<file path="src/design/psw_pkg.sv">
// Package of the pedestal-subtracted window integrator: widths, types, range table.
// Has no dependencies; the interfaces, psw_accum, psw_div, the top level and the testbench use it.
`timescale 1ns / 1ps

package psw_pkg;

  localparam int unsigned SampleW   = 16;
  localparam int unsigned RedW      = 8;
  localparam int unsigned CntW      = 13;
  localparam int unsigned SumW      = 21;
  localparam int unsigned PedAbsW   = SumW - 1;
  localparam int unsigned RangeIdxW = 4;
  localparam int unsigned MvW       = 16;
  localparam int unsigned FsW       = 15;
  localparam int unsigned CfgIdxW   = 3;
  localparam int unsigned CfgDataW  = CntW;
  localparam int unsigned ChargeW   = 41;
  localparam int unsigned PedW      = 25;
  localparam int unsigned MulAW     = 34;
  localparam int unsigned MulBW     = 16;
  localparam int unsigned ProdW     = MulAW + MulBW + 1;
  localparam int unsigned NumW      = 66;
  localparam int unsigned DenW      = 28;
  localparam int unsigned MagW      = NumW + 1;
  localparam int unsigned ChargeShift = 17;
  localparam int unsigned PedShift    = 16;

  localparam logic [CntW-1:0] MaxSamples    = 13'd4096;
  localparam logic [FsW-1:0]  FullScaleCode = 15'd32512;

  typedef enum logic [CfgIdxW-1:0] {
    CFG_CAPTURE_LENGTH = 3'd0,
    CFG_INT_START      = 3'd1,
    CFG_INT_STOP       = 3'd2,
    CFG_PED_START      = 3'd3,
    CFG_PED_STOP       = 3'd4,
    CFG_RANGE_CHAN_A   = 3'd5,
    CFG_RANGE_CHAN_B   = 3'd6
  } cfg_idx_e;

  typedef struct packed {
    logic [CntW-1:0]      capture_length;
    logic [CntW-1:0]      int_start;
    logic [CntW-1:0]      int_stop;
    logic [CntW-1:0]      ped_start;
    logic [CntW-1:0]      ped_stop;
    logic [RangeIdxW-1:0] range_chan_a;
    logic [RangeIdxW-1:0] range_chan_b;
  } cfg_t;

  localparam cfg_t CfgReset = '{
    capture_length: 13'd100,
    int_start:      13'd0,
    int_stop:       13'd4096,
    ped_start:      13'd0,
    ped_stop:       13'd0,
    range_chan_a:   4'd6,
    range_chan_b:   4'd7
  };

  typedef struct packed {
    logic                   last;
    logic signed [SumW-1:0] int_total;
    logic signed [SumW-1:0] ped_total;
    logic [CntW-1:0]        n_int;
    logic [CntW-1:0]        n_ped;
  } acc_info_t;

  typedef struct packed {
    logic            start;
    logic [NumW-1:0] num;
    logic [DenW-1:0] den;
  } div_req_t;

  typedef struct packed {
    logic            done;
    logic [MagW-1:0] mag;
  } div_rsp_t;

  function automatic logic [MvW-1:0] range_mv(input logic [RangeIdxW-1:0] idx);
    logic [MvW-1:0] mv;
    unique case (idx)
      4'd0:    mv = 16'd10;
      4'd1:    mv = 16'd20;
      4'd2:    mv = 16'd50;
      4'd3:    mv = 16'd100;
      4'd4:    mv = 16'd200;
      4'd5:    mv = 16'd500;
      4'd6:    mv = 16'd1000;
      4'd7:    mv = 16'd2000;
      4'd8:    mv = 16'd5000;
      4'd9:    mv = 16'd10000;
      4'd10:   mv = 16'd20000;
      default: mv = 16'd50000;
    endcase
    return mv;
  endfunction

endpackage

</file>
<file path="src/design/psw_if.sv">
// Valid/ready channel interfaces for the sample input and the result output.
// Depends on psw_pkg for the payload widths.
`timescale 1ns / 1ps

interface psw_in_if;
  logic                                   valid;
  logic                                   ready;
  logic signed [psw_pkg::SampleW-1:0]     raw_sample;
  logic                                   chan_sel;

  modport source (output valid, output raw_sample, output chan_sel, input ready);
  modport sink (input valid, input raw_sample, input chan_sel, output ready);
endinterface

interface psw_out_if;
  logic                                   valid;
  logic                                   ready;
  logic signed [psw_pkg::ChargeW-1:0]     charge_fixed;
  logic signed [psw_pkg::PedW-1:0]        pedestal_fixed;

  modport source (output valid, output charge_fixed, output pedestal_fixed, input ready);
  modport sink (input valid, input charge_fixed, input pedestal_fixed, output ready);
endinterface

</file>
<file path="src/design/psw_accum.sv">
// Per-sample front end: reduces samples to 8 bits and sums the two clipped windows.
// Depends on psw_pkg.
`timescale 1ns / 1ps

module psw_accum (
  input  logic                                clk_i,
  input  logic                                rst_ni,
  input  logic                                accept_i,
  input  logic signed [psw_pkg::SampleW-1:0]  raw_sample_i,
  input  psw_pkg::cfg_t                       cfg_i,
  output psw_pkg::acc_info_t                  info_o
);

  logic [psw_pkg::CntW-1:0]          count_q, count_d;
  logic signed [psw_pkg::SumW-1:0]   int_sum_q, int_sum_d;
  logic signed [psw_pkg::SumW-1:0]   ped_sum_q, ped_sum_d;
  logic [psw_pkg::CntW-1:0]          len;
  logic [psw_pkg::CntW-1:0]          int_stop;
  logic [psw_pkg::CntW-1:0]          ped_stop;
  logic                              ped_on;
  logic                              in_int;
  logic                              in_ped;
  logic signed [psw_pkg::SampleW-1:0] biased;
  logic signed [psw_pkg::RedW-1:0]   red;
  logic signed [psw_pkg::SumW-1:0]   red_ext;

  always_comb begin
    if (cfg_i.capture_length == '0) begin
      len = psw_pkg::CntW'(1);
    end else if (cfg_i.capture_length > psw_pkg::MaxSamples) begin
      len = psw_pkg::MaxSamples;
    end else begin
      len = cfg_i.capture_length;
    end
    int_stop = (cfg_i.int_stop < len) ? cfg_i.int_stop : len;
    ped_stop = (cfg_i.ped_stop < len) ? cfg_i.ped_stop : len;
    ped_on   = (cfg_i.ped_start != cfg_i.ped_stop);
    in_int   = (count_q >= cfg_i.int_start) && (count_q < int_stop);
    in_ped   = ped_on && (count_q >= cfg_i.ped_start) && (count_q < ped_stop);

    // Adding 255 to negative samples makes the arithmetic shift truncate toward zero.
    biased  = raw_sample_i + $signed({{psw_pkg::RedW{1'b0}},
              {(psw_pkg::SampleW - psw_pkg::RedW){raw_sample_i[psw_pkg::SampleW-1]}}});
    red     = biased[psw_pkg::SampleW-1 -: psw_pkg::RedW];
    red_ext = psw_pkg::SumW'(red);

    info_o.last      = (count_q >= len - psw_pkg::CntW'(1));
    info_o.int_total = int_sum_q + (in_int ? red_ext : '0);
    info_o.ped_total = ped_sum_q + (in_ped ? red_ext : '0);
    info_o.n_int     = (int_stop > cfg_i.int_start) ? int_stop - cfg_i.int_start : '0;
    info_o.n_ped     = (ped_on && (ped_stop > cfg_i.ped_start)) ?
                       ped_stop - cfg_i.ped_start : '0;

    count_d   = count_q;
    int_sum_d = int_sum_q;
    ped_sum_d = ped_sum_q;
    if (accept_i) begin
      if (info_o.last) begin
        count_d   = '0;
        int_sum_d = '0;
        ped_sum_d = '0;
      end else begin
        count_d   = count_q + psw_pkg::CntW'(1);
        int_sum_d = info_o.int_total;
        ped_sum_d = info_o.ped_total;
      end
    end
  end

  always_ff @(posedge clk_i or negedge rst_ni) begin
    if (!rst_ni) begin
      count_q   <= '0;
      int_sum_q <= '0;
      ped_sum_q <= '0;
    end else begin
      count_q   <= count_d;
      int_sum_q <= int_sum_d;
      ped_sum_q <= ped_sum_d;
    end
  end

endmodule

</file>
<file path="src/design/psw_div.sv">
// Shared restoring divider, one quotient bit per cycle, rounding half up at the end.
// Depends on psw_pkg.
`timescale 1ns / 1ps

module psw_div (
  input  logic                clk_i,
  input  logic                rst_ni,
  input  psw_pkg::div_req_t   req_i,
  output psw_pkg::div_rsp_t   rsp_o
);

  localparam int unsigned StepW = $clog2(psw_pkg::NumW + 1);

  logic [psw_pkg::NumW-1:0] work_q, work_d;
  logic [psw_pkg::DenW-1:0] rem_q, rem_d;
  logic [psw_pkg::DenW-1:0] den_q, den_d;
  logic [psw_pkg::MagW-1:0] mag_q, mag_d;
  logic [StepW-1:0]         step_q, step_d;
  logic                     busy_q, busy_d;
  logic                     fin_q, fin_d;
  logic                     done_q, done_d;
  logic [psw_pkg::DenW:0]   shifted;
  logic [psw_pkg::DenW:0]   trial;

  always_comb begin
    shifted = {rem_q, work_q[psw_pkg::NumW-1]};
    trial   = shifted - {1'b0, den_q};

    work_d = work_q;
    rem_d  = rem_q;
    den_d  = den_q;
    mag_d  = mag_q;
    step_d = step_q;
    busy_d = busy_q;
    fin_d  = 1'b0;
    done_d = 1'b0;

    if (req_i.start) begin
      work_d = req_i.num;
      den_d  = req_i.den;
      rem_d  = '0;
      step_d = StepW'(psw_pkg::NumW);
      busy_d = 1'b1;
    end else if (busy_q) begin
      if (!trial[psw_pkg::DenW]) begin
        rem_d  = trial[psw_pkg::DenW-1:0];
        work_d = {work_q[psw_pkg::NumW-2:0], 1'b1};
      end else begin
        rem_d  = shifted[psw_pkg::DenW-1:0];
        work_d = {work_q[psw_pkg::NumW-2:0], 1'b0};
      end
      step_d = step_q - StepW'(1);
      if (step_q == StepW'(1)) begin
        busy_d = 1'b0;
        fin_d  = 1'b1;
      end
    end else if (fin_q) begin
      mag_d  = psw_pkg::MagW'(work_q) +
               psw_pkg::MagW'({rem_q, 1'b0} >= {1'b0, den_q});
      done_d = 1'b1;
    end
  end

  always_ff @(posedge clk_i or negedge rst_ni) begin
    if (!rst_ni) begin
      step_q <= '0;
      busy_q <= 1'b0;
      fin_q  <= 1'b0;
      done_q <= 1'b0;
    end else begin
      step_q <= step_d;
      busy_q <= busy_d;
      fin_q  <= fin_d;
      done_q <= done_d;
    end
  end

  always_ff @(posedge clk_i) begin
    work_q <= work_d;
    rem_q  <= rem_d;
    den_q  <= den_d;
    mag_q  <= mag_d;
  end

  assign rsp_o.done = done_q;
  assign rsp_o.mag  = mag_q;

endmodule

</file>
<file path="src/design/pedestal_subtracted_window_integrator.sv">
// Top level of the pedestal-subtracted window integrator: configuration, sequencer,
// shared multiplier. Depends on psw_pkg, psw_if, psw_accum and psw_div.
`timescale 1ns / 1ps

// Samples of a capture are taken one per cycle and summed over the pedestal and the
// integration window. The last sample of a capture starts the charge and pedestal
// computation on one shared multiplier and one 66-step divider, and the block drops
// ready until the result request has been taken, which also waits out any stall on
// the result side. Configuration writes take effect at the next clock edge.
module pedestal_subtracted_window_integrator (
  input  logic                              clk_i,
  input  logic                              rst_ni,
  input  logic                              cfg_we_i,
  input  logic [psw_pkg::CfgIdxW-1:0]       cfg_idx_i,
  input  logic [psw_pkg::CfgDataW-1:0]      cfg_data_i,
  psw_in_if.sink                            sample_i,
  psw_out_if.source                         result_o
);

  typedef enum logic [10:0] {
    ST_IDLE  = 11'b00000000001,
    ST_MUL_I = 11'b00000000010,
    ST_MUL_P = 11'b00000000100,
    ST_DIFF  = 11'b00000001000,
    ST_ABS   = 11'b00000010000,
    ST_MUL_N = 11'b00000100000,
    ST_DIV_C = 11'b00001000000,
    ST_PED_D = 11'b00010000000,
    ST_PED_N = 11'b00100000000,
    ST_DIV_P = 11'b01000000000,
    ST_OUT   = 11'b10000000000
  } state_e;

  state_e                               state_q, state_d;
  psw_pkg::cfg_t                        cfg_q, cfg_d;
  psw_pkg::acc_info_t                   info;
  psw_pkg::div_req_t                    div_req;
  psw_pkg::div_rsp_t                    div_rsp;
  logic                                 accept;
  logic                                 start_q, start_d;
  logic signed [psw_pkg::SumW-1:0]      int_sum_q, int_sum_d;
  logic signed [psw_pkg::SumW-1:0]      ped_sum_q, ped_sum_d;
  logic [psw_pkg::CntW-1:0]             n_int_q, n_int_d;
  logic [psw_pkg::CntW-1:0]             n_ped_q, n_ped_d;
  logic [psw_pkg::CntW-1:0]             nd_q, nd_d;
  logic [psw_pkg::MvW-1:0]              mv_q, mv_d;
  logic [psw_pkg::PedAbsW-1:0]          ped_abs_q, ped_abs_d;
  logic                                 ped_neg_q, ped_neg_d;
  logic                                 neg_q, neg_d;
  logic signed [psw_pkg::MulAW-1:0]     acc_q, acc_d;
  logic signed [psw_pkg::ProdW-1:0]     prod_q, prod_d;
  logic [psw_pkg::DenW-1:0]             den_q, den_d;
  logic signed [psw_pkg::ChargeW-1:0]   charge_q, charge_d;
  logic signed [psw_pkg::PedW-1:0]      ped_q, ped_d;
  logic signed [psw_pkg::MulAW-1:0]     mul_a;
  logic [psw_pkg::MulBW-1:0]            mul_b;
  logic signed [psw_pkg::ProdW-1:0]     mul_p;
  logic                                 charge_big;
  logic                                 ped_big;

  assign sample_i.ready = (state_q == ST_IDLE);
  assign accept         = sample_i.valid && sample_i.ready;

  assign result_o.valid          = (state_q == ST_OUT);
  assign result_o.charge_fixed   = charge_q;
  assign result_o.pedestal_fixed = ped_q;

  psw_accum u_accum (
    .clk_i        (clk_i),
    .rst_ni       (rst_ni),
    .accept_i     (accept),
    .raw_sample_i (sample_i.raw_sample),
    .cfg_i        (cfg_q),
    .info_o       (info)
  );

  assign div_req.start = start_q;
  assign div_req.num   = (state_q == ST_DIV_P) ?
    {prod_q[psw_pkg::NumW-psw_pkg::PedShift-1:0], {psw_pkg::PedShift{1'b0}}} :
    {prod_q[psw_pkg::NumW-psw_pkg::ChargeShift-1:0], {psw_pkg::ChargeShift{1'b0}}};
  assign div_req.den   = den_q;

  psw_div u_div (
    .clk_i  (clk_i),
    .rst_ni (rst_ni),
    .req_i  (div_req),
    .rsp_o  (div_rsp)
  );

  assign mul_p      = mul_a * $signed({1'b0, mul_b});
  assign charge_big = |div_rsp.mag[psw_pkg::MagW-1:psw_pkg::ChargeW-1];
  assign ped_big    = |div_rsp.mag[psw_pkg::MagW-1:psw_pkg::PedW-1];

  always_comb begin
    cfg_d = cfg_q;
    if (cfg_we_i) begin
      unique case (psw_pkg::cfg_idx_e'(cfg_idx_i))
        psw_pkg::CFG_CAPTURE_LENGTH: cfg_d.capture_length = cfg_data_i;
        psw_pkg::CFG_INT_START:      cfg_d.int_start      = cfg_data_i;
        psw_pkg::CFG_INT_STOP:       cfg_d.int_stop       = cfg_data_i;
        psw_pkg::CFG_PED_START:      cfg_d.ped_start      = cfg_data_i;
        psw_pkg::CFG_PED_STOP:       cfg_d.ped_stop       = cfg_data_i;
        psw_pkg::CFG_RANGE_CHAN_A:
          cfg_d.range_chan_a = cfg_data_i[psw_pkg::RangeIdxW-1:0];
        psw_pkg::CFG_RANGE_CHAN_B:
          cfg_d.range_chan_b = cfg_data_i[psw_pkg::RangeIdxW-1:0];
        default: cfg_d = cfg_q;
      endcase
    end
  end

  always_comb begin
    state_d   = state_q;
    start_d   = 1'b0;
    int_sum_d = int_sum_q;
    ped_sum_d = ped_sum_q;
    n_int_d   = n_int_q;
    n_ped_d   = n_ped_q;
    nd_d      = nd_q;
    mv_d      = mv_q;
    ped_abs_d = ped_abs_q;
    ped_neg_d = ped_neg_q;
    neg_d     = neg_q;
    acc_d     = acc_q;
    prod_d    = prod_q;
    den_d     = den_q;
    charge_d  = charge_q;
    ped_d     = ped_q;
    mul_a     = '0;
    mul_b     = '0;

    unique case (state_q)
      ST_IDLE: begin
        if (accept && info.last) begin
          int_sum_d = info.int_total;
          ped_sum_d = info.ped_total;
          n_int_d   = info.n_int;
          n_ped_d   = info.n_ped;
          nd_d      = (info.n_ped == '0) ? psw_pkg::CntW'(1) : info.n_ped;
          mv_d      = psw_pkg::range_mv(sample_i.chan_sel ? cfg_q.range_chan_b :
                                                            cfg_q.range_chan_a);
          state_d   = ST_MUL_I;
        end
      end
      ST_MUL_I: begin
        mul_a     = psw_pkg::MulAW'(int_sum_q);
        mul_b     = psw_pkg::MulBW'(nd_q);
        prod_d    = mul_p;
        ped_neg_d = ped_sum_q[psw_pkg::SumW-1];
        ped_abs_d = ped_sum_q[psw_pkg::SumW-1] ? psw_pkg::PedAbsW'(-ped_sum_q) :
                                                 psw_pkg::PedAbsW'(ped_sum_q);
        state_d   = ST_MUL_P;
      end
      ST_MUL_P: begin
        mul_a   = psw_pkg::MulAW'(ped_sum_q);
        mul_b   = psw_pkg::MulBW'(n_int_q);
        acc_d   = prod_q[psw_pkg::MulAW-1:0];
        prod_d  = mul_p;
        state_d = ST_DIFF;
      end
      ST_DIFF: begin
        mul_a   = psw_pkg::MulAW'($signed({1'b0, psw_pkg::FullScaleCode}));
        mul_b   = psw_pkg::MulBW'(nd_q);
        acc_d   = acc_q - prod_q[psw_pkg::MulAW-1:0];
        prod_d  = mul_p;
        state_d = ST_ABS;
      end
      ST_ABS: begin
        den_d   = prod_q[psw_pkg::DenW-1:0];
        neg_d   = !acc_q[psw_pkg::MulAW-1] && (acc_q != '0);
        acc_d   = acc_q[psw_pkg::MulAW-1] ? -acc_q : acc_q;
        state_d = ST_MUL_N;
      end
      ST_MUL_N: begin
        mul_a   = acc_q;
        mul_b   = mv_q;
        prod_d  = mul_p;
        start_d = 1'b1;
        state_d = ST_DIV_C;
      end
      ST_DIV_C: begin
        if (div_rsp.done) begin
          if (neg_q) begin
            charge_d = charge_big ? {1'b1, {(psw_pkg::ChargeW-1){1'b0}}} :
                                    -div_rsp.mag[psw_pkg::ChargeW-1:0];
          end else begin
            charge_d = charge_big ? {1'b0, {(psw_pkg::ChargeW-1){1'b1}}} :
                                    div_rsp.mag[psw_pkg::ChargeW-1:0];
          end
          if (n_ped_q != '0) begin
            state_d = ST_PED_D;
          end else begin
            ped_d   = '0;
            state_d = ST_OUT;
          end
        end
      end
      ST_PED_D: begin
        mul_a   = psw_pkg::MulAW'($signed({1'b0, psw_pkg::FullScaleCode}));
        mul_b   = psw_pkg::MulBW'(n_ped_q);
        prod_d  = mul_p;
        state_d = ST_PED_N;
      end
      ST_PED_N: begin
        mul_a   = psw_pkg::MulAW'($signed({1'b0, ped_abs_q}));
        mul_b   = mv_q;
        den_d   = prod_q[psw_pkg::DenW-1:0];
        prod_d  = mul_p;
        start_d = 1'b1;
        state_d = ST_DIV_P;
      end
      ST_DIV_P: begin
        if (div_rsp.done) begin
          if (ped_neg_q) begin
            ped_d = ped_big ? {1'b1, {(psw_pkg::PedW-1){1'b0}}} :
                              -div_rsp.mag[psw_pkg::PedW-1:0];
          end else begin
            ped_d = ped_big ? {1'b0, {(psw_pkg::PedW-1){1'b1}}} :
                              div_rsp.mag[psw_pkg::PedW-1:0];
          end
          state_d = ST_OUT;
        end
      end
      ST_OUT: begin
        if (result_o.ready) begin
          state_d = ST_IDLE;
        end
      end
      default: state_d = ST_IDLE;
    endcase
  end

  always_ff @(posedge clk_i or negedge rst_ni) begin
    if (!rst_ni) begin
      state_q <= ST_IDLE;
      start_q <= 1'b0;
      cfg_q   <= psw_pkg::CfgReset;
    end else begin
      state_q <= state_d;
      start_q <= start_d;
      cfg_q   <= cfg_d;
    end
  end

  always_ff @(posedge clk_i) begin
    int_sum_q <= int_sum_d;
    ped_sum_q <= ped_sum_d;
    n_int_q   <= n_int_d;
    n_ped_q   <= n_ped_d;
    nd_q      <= nd_d;
    mv_q      <= mv_d;
    ped_abs_q <= ped_abs_d;
    ped_neg_q <= ped_neg_d;
    neg_q     <= neg_d;
    acc_q     <= acc_d;
    prod_q    <= prod_d;
    den_q     <= den_d;
    charge_q  <= charge_d;
    ped_q     <= ped_d;
  end

endmodule

</file>
<file path="src/flat_wrapper.sv">
// flat-port wrapper written by rule: the top's interface ports become plain ports
module pedestal_subtracted_window_integrator_flat 
  (clk_i, rst_ni, cfg_we_i, cfg_idx_i, cfg_data_i, sample_i_valid, sample_i_raw_sample, sample_i_chan_sel, sample_i_ready, result_o_valid, result_o_charge_fixed, result_o_pedestal_fixed, result_o_ready);
  psw_in_if sample_i_i ();
  psw_out_if result_o_i ();
  input  logic clk_i;
  input  logic rst_ni;
  input  logic cfg_we_i;
  input  logic [psw_pkg::CfgIdxW-1:0] cfg_idx_i;
  input  logic [psw_pkg::CfgDataW-1:0] cfg_data_i;
  input wire logic [$bits(sample_i_i.valid)-1:0] sample_i_valid;
  input wire logic [$bits(sample_i_i.raw_sample)-1:0] sample_i_raw_sample;
  input wire logic [$bits(sample_i_i.chan_sel)-1:0] sample_i_chan_sel;
  output wire logic [$bits(sample_i_i.ready)-1:0] sample_i_ready;
  output wire logic [$bits(result_o_i.valid)-1:0] result_o_valid;
  output wire logic [$bits(result_o_i.charge_fixed)-1:0] result_o_charge_fixed;
  output wire logic [$bits(result_o_i.pedestal_fixed)-1:0] result_o_pedestal_fixed;
  input wire logic [$bits(result_o_i.ready)-1:0] result_o_ready;
  assign sample_i_i.valid = sample_i_valid;
  assign sample_i_i.raw_sample = sample_i_raw_sample;
  assign sample_i_i.chan_sel = sample_i_chan_sel;
  assign sample_i_ready = sample_i_i.ready;
  assign result_o_valid = result_o_i.valid;
  assign result_o_charge_fixed = result_o_i.charge_fixed;
  assign result_o_pedestal_fixed = result_o_i.pedestal_fixed;
  assign result_o_i.ready = result_o_ready;
  pedestal_subtracted_window_integrator u_core (.clk_i(clk_i), .rst_ni(rst_ni), .cfg_we_i(cfg_we_i), .cfg_idx_i(cfg_idx_i), .cfg_data_i(cfg_data_i), .sample_i(sample_i_i), .result_o(result_o_i));
endmodule
</file>
<file path="config.mk">
export PLATFORM = sky130hd
export DESIGN_NAME = pedestal_subtracted_window_integrator_flat
export DESIGN_NICKNAME = d
export VERILOG_FILES = /design/src/design/psw_pkg.sv /design/src/design/psw_if.sv /design/src/design/psw_accum.sv /design/src/design/psw_div.sv /design/src/design/pedestal_subtracted_window_integrator.sv /design/src/flat_wrapper.sv
export SDC_FILE = /design/constraint.sdc
export NUM_CORES = 2
export LEC_CHECK = 0
export BUFFER_PORTS_ARGS = -buffer_cell sky130_fd_sc_hd__buf_2
export CORE_ASPECT_RATIO = 1.4
export CORE_MARGIN = 8
export CORE_UTILIZATION = 45
export CTS_CLUSTER_SIZE = 10
export DETAILED_ROUTE_END_ITERATION = 10
export PLACE_DENSITY_LB_ADDON = 0.3
export SLEW_MARGIN = 20
export SYNTH_ARGS = -nofsm -noshare
export SYNTH_HDL_FRONTEND = slang
export SYNTH_SLANG_ARGS = --single-unit
export TNS_END_PERCENT = 20
</file>
<file path="constraint.sdc">
create_clock -name clk_i -period 12 [get_ports clk_i]
set_input_delay 0.6 -clock clk_i [delete_from_list [all_inputs] [get_ports clk_i]]
set_output_delay 0.6 -clock clk_i [all_outputs]
set_load 0.02 [all_outputs]
</file>
======== Word-level counts from Yosys, hierarchy flattened ========
Memories as Yosys holds them, arrays and structs flattened. A register that Yosys moved wholly into a read port is not among the register bits.
Index checks and enable logic that the tools add are counted.
word-level totals
  register bits after elaboration ......... 636
  ROM bits ................................ 240
  input port bits ......................... 38
  output and inout port bits .............. 68
  memories kept ........................... 1
memory list
  name              words  bits a word  read ports  clocked after Yosys merged registers in  write ports  line           RTL
  (name not given)  16     15           1           1                                        0            psw_pkg.sv:82  unique case (idx)
cells by class
  mux-type cells .......................... 49
  bitwise operators ....................... 2
  multipliers ............................. 1
  reductions and logical operators ........ 36
  $add $sub $neg .......................... 15
  equality and inequality tests ........... 25
  order comparisons ....................... 11
operators with widths
  kind                number
  $mux 66             3
  $pmux 34 s5         1
  $mux 25             6
  $mux 41             3
  $pmux 11 s11        1
  $pmux 34 s3         1
  $mux 21             4
  $mux 13             6
  $add 66x1->67       1
  $pmux 16 s4         1
  $mux 11             5
  $lt 13x13->1        4
  $mul 34x17->50      1
  $pmux 25 s2         1
  $reduce_or 43->1    1
  $add 21x21->21      2
  $neg 41->41         1
  $ge 13x13->1        3
  $mux 34             1
  $neg 34->34         1
  $reduce_bool 34->1  1
  $sub 34x34->34      1
  $ge 29x28->1        1
  $sub 29x28->29      1
  46 further kinds    88

======== Depth between registers and ports, before layout ========
  depth in word-level cells ............... 10
  gate-level depth with buffers ........... 36

======== Modules after synthesis ========
From an unflattened synthesis, not the netlist that was laid out.
second synthesis, totals
  cell total of the unflattened synthesis .. 5,990
  area, all modules ....................... 57,416.3 µm²
modules (own cells, without submodules)
  module                                 seq. area each (µm²)  cells an instance  times used  area each (µm²)
  pedestal_subtracted_window_integrator  11,028.1              3,955              1           38,162.9
  psw_div                                5,645.4               929                1           10,659.0
  psw_accum                              1,376.3               1,106              1           8,594.5

======== Worst setup path before layout ========
No wires, ideal clock.
  path kind ............................... flip-flop to flip-flop
  from .................................... register u_core.state_q[1]
  to ...................................... register u_core.prod_q[49] (netlist name) (data pin)
  slack ................................... 3.191 ns
  stages on the path, launching flop included .. 36
  required time ........................... 11.737 ns
  arrival ................................. 8.546 ns
  cell sequence ........................... dfrtp_1 -> clkbuf_1 -> nor2_1 -> nand4_1 -> or4b_2 -> clkbuf_1 -> clkinv_1 -> or2_2 -> clkbuf_1 -> buf_2 -> nand2_1 -> nand3_1 -> clkbuf_1 -> nand2_1 -> fa_1 -> inv_1 -> fa_1 -> inv_1 -> fa_1 -> inv_1 -> fa_1 -> fa_1 -> inv_1 -> fa_1 -> inv_1 -> ha_1 -> and3_1 -> and3_1 -> a2bb2oi_1 -> a21oi_1 -> and4_1 -> o31a_1 -> a41oi_1 -> a21oi_1 -> a311oi_1 -> xnor2_1
on the way
  cells in the longest elaborated chain, start to end .. 4
RTL lines
  what                                        line                                          RTL
  start: declaration                          pedestal_subtracted_window_integrator.sv:34   state_e state_q, state_d;
  start signal: assignment                    pedestal_subtracted_window_integrator.sv:239  state_q <= state_d;
  $eq 11x4->1 (tied with other cells)         pedestal_subtracted_window_integrator.sv:132  unique case (state_q)
  $reduce_or 2->1 (no source line)            n/a
  $pmux 34 s5 or $pmux 16 s4 (tied branches)  pedestal_subtracted_window_integrator.sv:132
  $mul 34x17->50 (*)                          pedestal_subtracted_window_integrator.sv:90   assign mul_p = mul_a * $signed({1'b0, mul_b});
  named net u_core.mul_p (one bit)            pedestal_subtracted_window_integrator.sv:57   logic signed [psw_pkg::ProdW-1:0] mul_p;
  end signal: assignment                      pedestal_subtracted_window_integrator.sv:256  prod_q <= prod_d;
  end: declaration                            pedestal_subtracted_window_integrator.sv:51   logic signed [psw_pkg::ProdW-1:0] prod_q, prod_d;
The timed path passes the listed nets; every way through them passes the cells marked *.
A chain may end at the register's enable or synchronous reset.

======== Worst setup path after layout ========
  from .................................... register u_core.state_q[1]
  to ...................................... register u_core.prod_q[48] (netlist name) (data pin)
Same word-level chain as after synthesis.

==> run metrics <==
status=finished, final reports clean; Syn Area/Cell=around 9.6 sq um; placed cell count=around 7400; Post-CTS Setup Bufs=0; Placeable Area=between 100000 and 150000 sq um; CP peak stage delay=0.90 ns; Final setup viols=0; initial core utilization=0.4541; post-synth cell types=a little over 80; Cells after Synth=approximately 5800; # IOs=106; leakage power=roughly 26 nW; initial antenna violation count=3; clk root buf=clkbuf_16; data arrival time of the worst path=~11 ns; grt total ovfl=0; logic gate share of total power=0.234; setup TNS=0 ns; clock sink count=635; Yosys reg bits=roughly 640; Die Footprint=135500 sq um; type of the worst min-delay path=primary input to async pin; global-route wire length before repair=241.5 mm; minimum clock period=10.23 ns; Post-Route WL=between 150 and 200 mm; total number of vias=41800; Critical Path Slowest Stage Cell=or4b_2; clock network fraction of total power=0.342; RD Place Congestion=0.9525; critical path's most frequent cell=fa_1; H-tree depth=3; P_sw=about 1.9 mW; latest clock arrival within the worst-skew pair=approximately 0.67 ns; Die Y=432.3 um; layout cell share with drive strength beyond 1=0.07026; Syn Nets=about 6700; CTS tree=done; Nets=6756; I/O Buffers=105; RSZ-0062 raised after global routing=no; Crit path required time=12.39 ns; DRT iter0 DRCs=2647; Avg WL per Cell=20.46 um; Max Freq=97.78 MHz; register area share after synthesis=0.3240; Post-DP Area=around 58000 sq um; IR drop worst, VDD=139.6 uV; post-DP HPWL=121.6 mm; crit-path max FO=31; via/cell ratio=about 5.6; Worst Setup End Kind=flop; row count=approximately 150; Final period util=0.8522; Clock Skew=0.02858 ns; Design Area, Final=between 60000 and 70000 sq um; Clock transition at path regs=0.06 ns; Pwr Density=103.3 nW/um^2; total CTS buffers=76; remaining antenna violation count=0; Switching Fraction=0.3038; drt first pass iters=9; max_slew headroom=0.1736; hold slack=0.005894 ns; Worst-Margin Slew=approximately 1.2 ns; drc violations=0; Max-Cap Viols=0; final slew viol count=0; top_reg_cell synth=edfxtp_1; Int Power=4.337 mW; Die X=313.4 um; CTS resizes=0; Clock Path Buffers=3; critical path class=flop to flop; vias in the first global route=roughly 43000; Mapped Area=55710 sq um; Cell Count, Final, Fillers Out=7511; Synthesis Warnings=0; ys async rst share=0.2362; EDFF count, synth=457; Sequential Power Share=0.424; gr usage total=0.2261; largest net degree at the start of global routing=97; fillers=11400; Area Growth Syn to Fin=8.274%; post-layout util=0.4917; crit start category=flop; Hold Buf Count CTS=0; Final Hold Violating Endpoints=0
==> worst max-delay path, delay by kind of cell (launching register included) <==
kind | cells | cell delay, ns
AOI/OAI and AO/OA | 6 | 2.08
xor gates and xnor gates | 1 | 0.15
adders and majority gates | 7 | 3.45
buffers and inverters | 7 | 0.93
DFF | 1 | 0.47
and+or+nand+nor | 10 | 2.81
==> flip-flops by register name, indices dropped and copies added (netlist names), 15 cells and up <==
register                        count
u_core.u_accum.int_sum_q           21
u_core.cfg_q                       73
u_core.mv_q                        15
u_core.u_div.rem_q                 28
u_core.u_div.mag_q                 67
u_core.int_sum_q                   21
u_core.ped_sum_q                   21
u_core.u_div.den_q                 28
u_core.prod_q                      50
u_core.den_q                       28
u_core.u_accum.ped_sum_q           21
u_core.ped_abs_q                   20
u_core.result_o.pedestal_fixed     25
u_core.u_div.work_q                66
u_core.result_o.charge_fixed       41
u_core.acc_q                       34
==> placed cells by master (no fill, tap or decap), drive strengths merged, types with 47 or more instances in the layout <==
cell    count
ha        352
fa        518
edfxtp    457
o21ai     205
inv       824
nand4      47
mux2       75
nand2     754
xnor2     216
a31oi      79
nor2b      60
nand3      80
a21oi     207
xor2      103
nor3       85
a211oi     48
a22oi      65
dfrtp     140
buf       174
clkbuf    114
a21o      132
nor2      535
==> Yosys cell counts (31+ instances only) <==
| cell | instances | area share |
|---|---|---|
| a211oi_1 | 48 | 0.0065 |
| a21o_1 | 132 | 0.018 |
| a21oi_1 | 207 | 0.019 |
| a22oi_1 | 65 | 0.0088 |
| a31oi_1 | 79 | 0.0089 |
| and3_1 | 42 | 0.0047 |
| clkbuf_1 | 211 | 0.014 |
| dfrtp_1 | 140 | 0.063 |
| edfxtp_1 | 457 | 0.25 |
| fa_1 | 518 | 0.19 |
| ha_1 | 352 | 0.079 |
| inv_1 | 822 | 0.055 |
| mux2_2 | 75 | 0.015 |
| mux2i_1 | 36 | 0.0065 |
| nand2_1 | 753 | 0.051 |
| nand3_1 | 79 | 0.0071 |
| nand4_1 | 47 | 0.0053 |
| nor2_1 | 535 | 0.036 |
| nor2b_1 | 60 | 0.0067 |
| nor3_1 | 82 | 0.0074 |
| nor3b_1 | 31 | 0.0042 |
| nor4_1 | 34 | 0.0038 |
| o21ai_0 | 203 | 0.018 |
| or3_1 | 31 | 0.0035 |
| xnor2_1 | 216 | 0.034 |
| xor2_1 | 103 | 0.016 |
==> power groups by stage <==
stage	Combinational, mW	Sequential [mW]	Clock (mW)
after detailed placement	1.45	2.68	0
after floorplan	1.08	2.63	0
after global placement	1.42	2.68	0
after CTS	1.46	2.64	2.18
after global routing	1.64	2.66	2.26
final	1.46	2.64	2.13
==> logic make-up after synthesis <==
kind of cell,after synthesis,synth area share
compound gates,1002,0.1193
xor+xnor,319,0.05015
fa+ha+maj,870,0.2652
buf+inv,1058,0.07144
flops,635,0.3240
mux,111,0.02163
simple gates,1836,0.1483
==> final cells by class <==
class | count | area, sq um | share of cell area
repair buffers | 174 | 1050 | 0.01740
multi-input cells | 4138 | 33870 | 0.5615
clock inverters | 8 | 107.6 | 0.001784
flip-flops and latches | 635 | 18050 | 0.2993
clock buffers | 114 | 2118 | 0.03512
diodes | 2 | 5.005 | 0.00008297
well taps | 1617 | 2023 | 0.03354
inverters | 823 | 3089 | 0.05122
==> worst paths after layout <==
| kind | startpoint | end | slack [ns] | cells past startpoint |
|---|---|---|---|---|
| hold / removal | rst_ni | u_core.cfg_q[43] | 0.006 | 1 |
| hold reg to reg | u_core.den_q[3] | u_core.u_div.den_q[3] | 0.41 | 0 |
| max in group asynchronous | rst_ni | u_core.cfg_q[4] | 10.64 | 2 |
| setup / recovery | u_core.state_q[1] | u_core.prod_q[48] | 1.77 | 31 |
| setup reg to reg | u_core.state_q[1] | u_core.prod_q[48] | 1.77 | 31 |
| min in group clk_i | cfg_data_i[8] | u_core.cfg_q[55] | 0.25 | 3 |
==> stage by stage <==
stage / setup slack, ns / total power, mW
floorplan: 3.191 / 3.709
global placement: 1.975 / 4.095
detailed placement: 1.841 / 4.131
CTS: 1.811 / 6.280
global route: 1.276 / 6.554
finish: 1.773 / 6.229
==> layer usage <==
layer	routed length (um)	share of wire	vias up	global-route usage
li1	-	-	19600	-
met1	57420	0.37	20550	0.2507
met2	78900	0.51	1255	0.4147
met3	8421	0.055	390	0.03812
met4	8893	0.058	4	0.1145
met5	23	0.00015	-	0
Note: power is estimated with default switching activity, not from simulation.
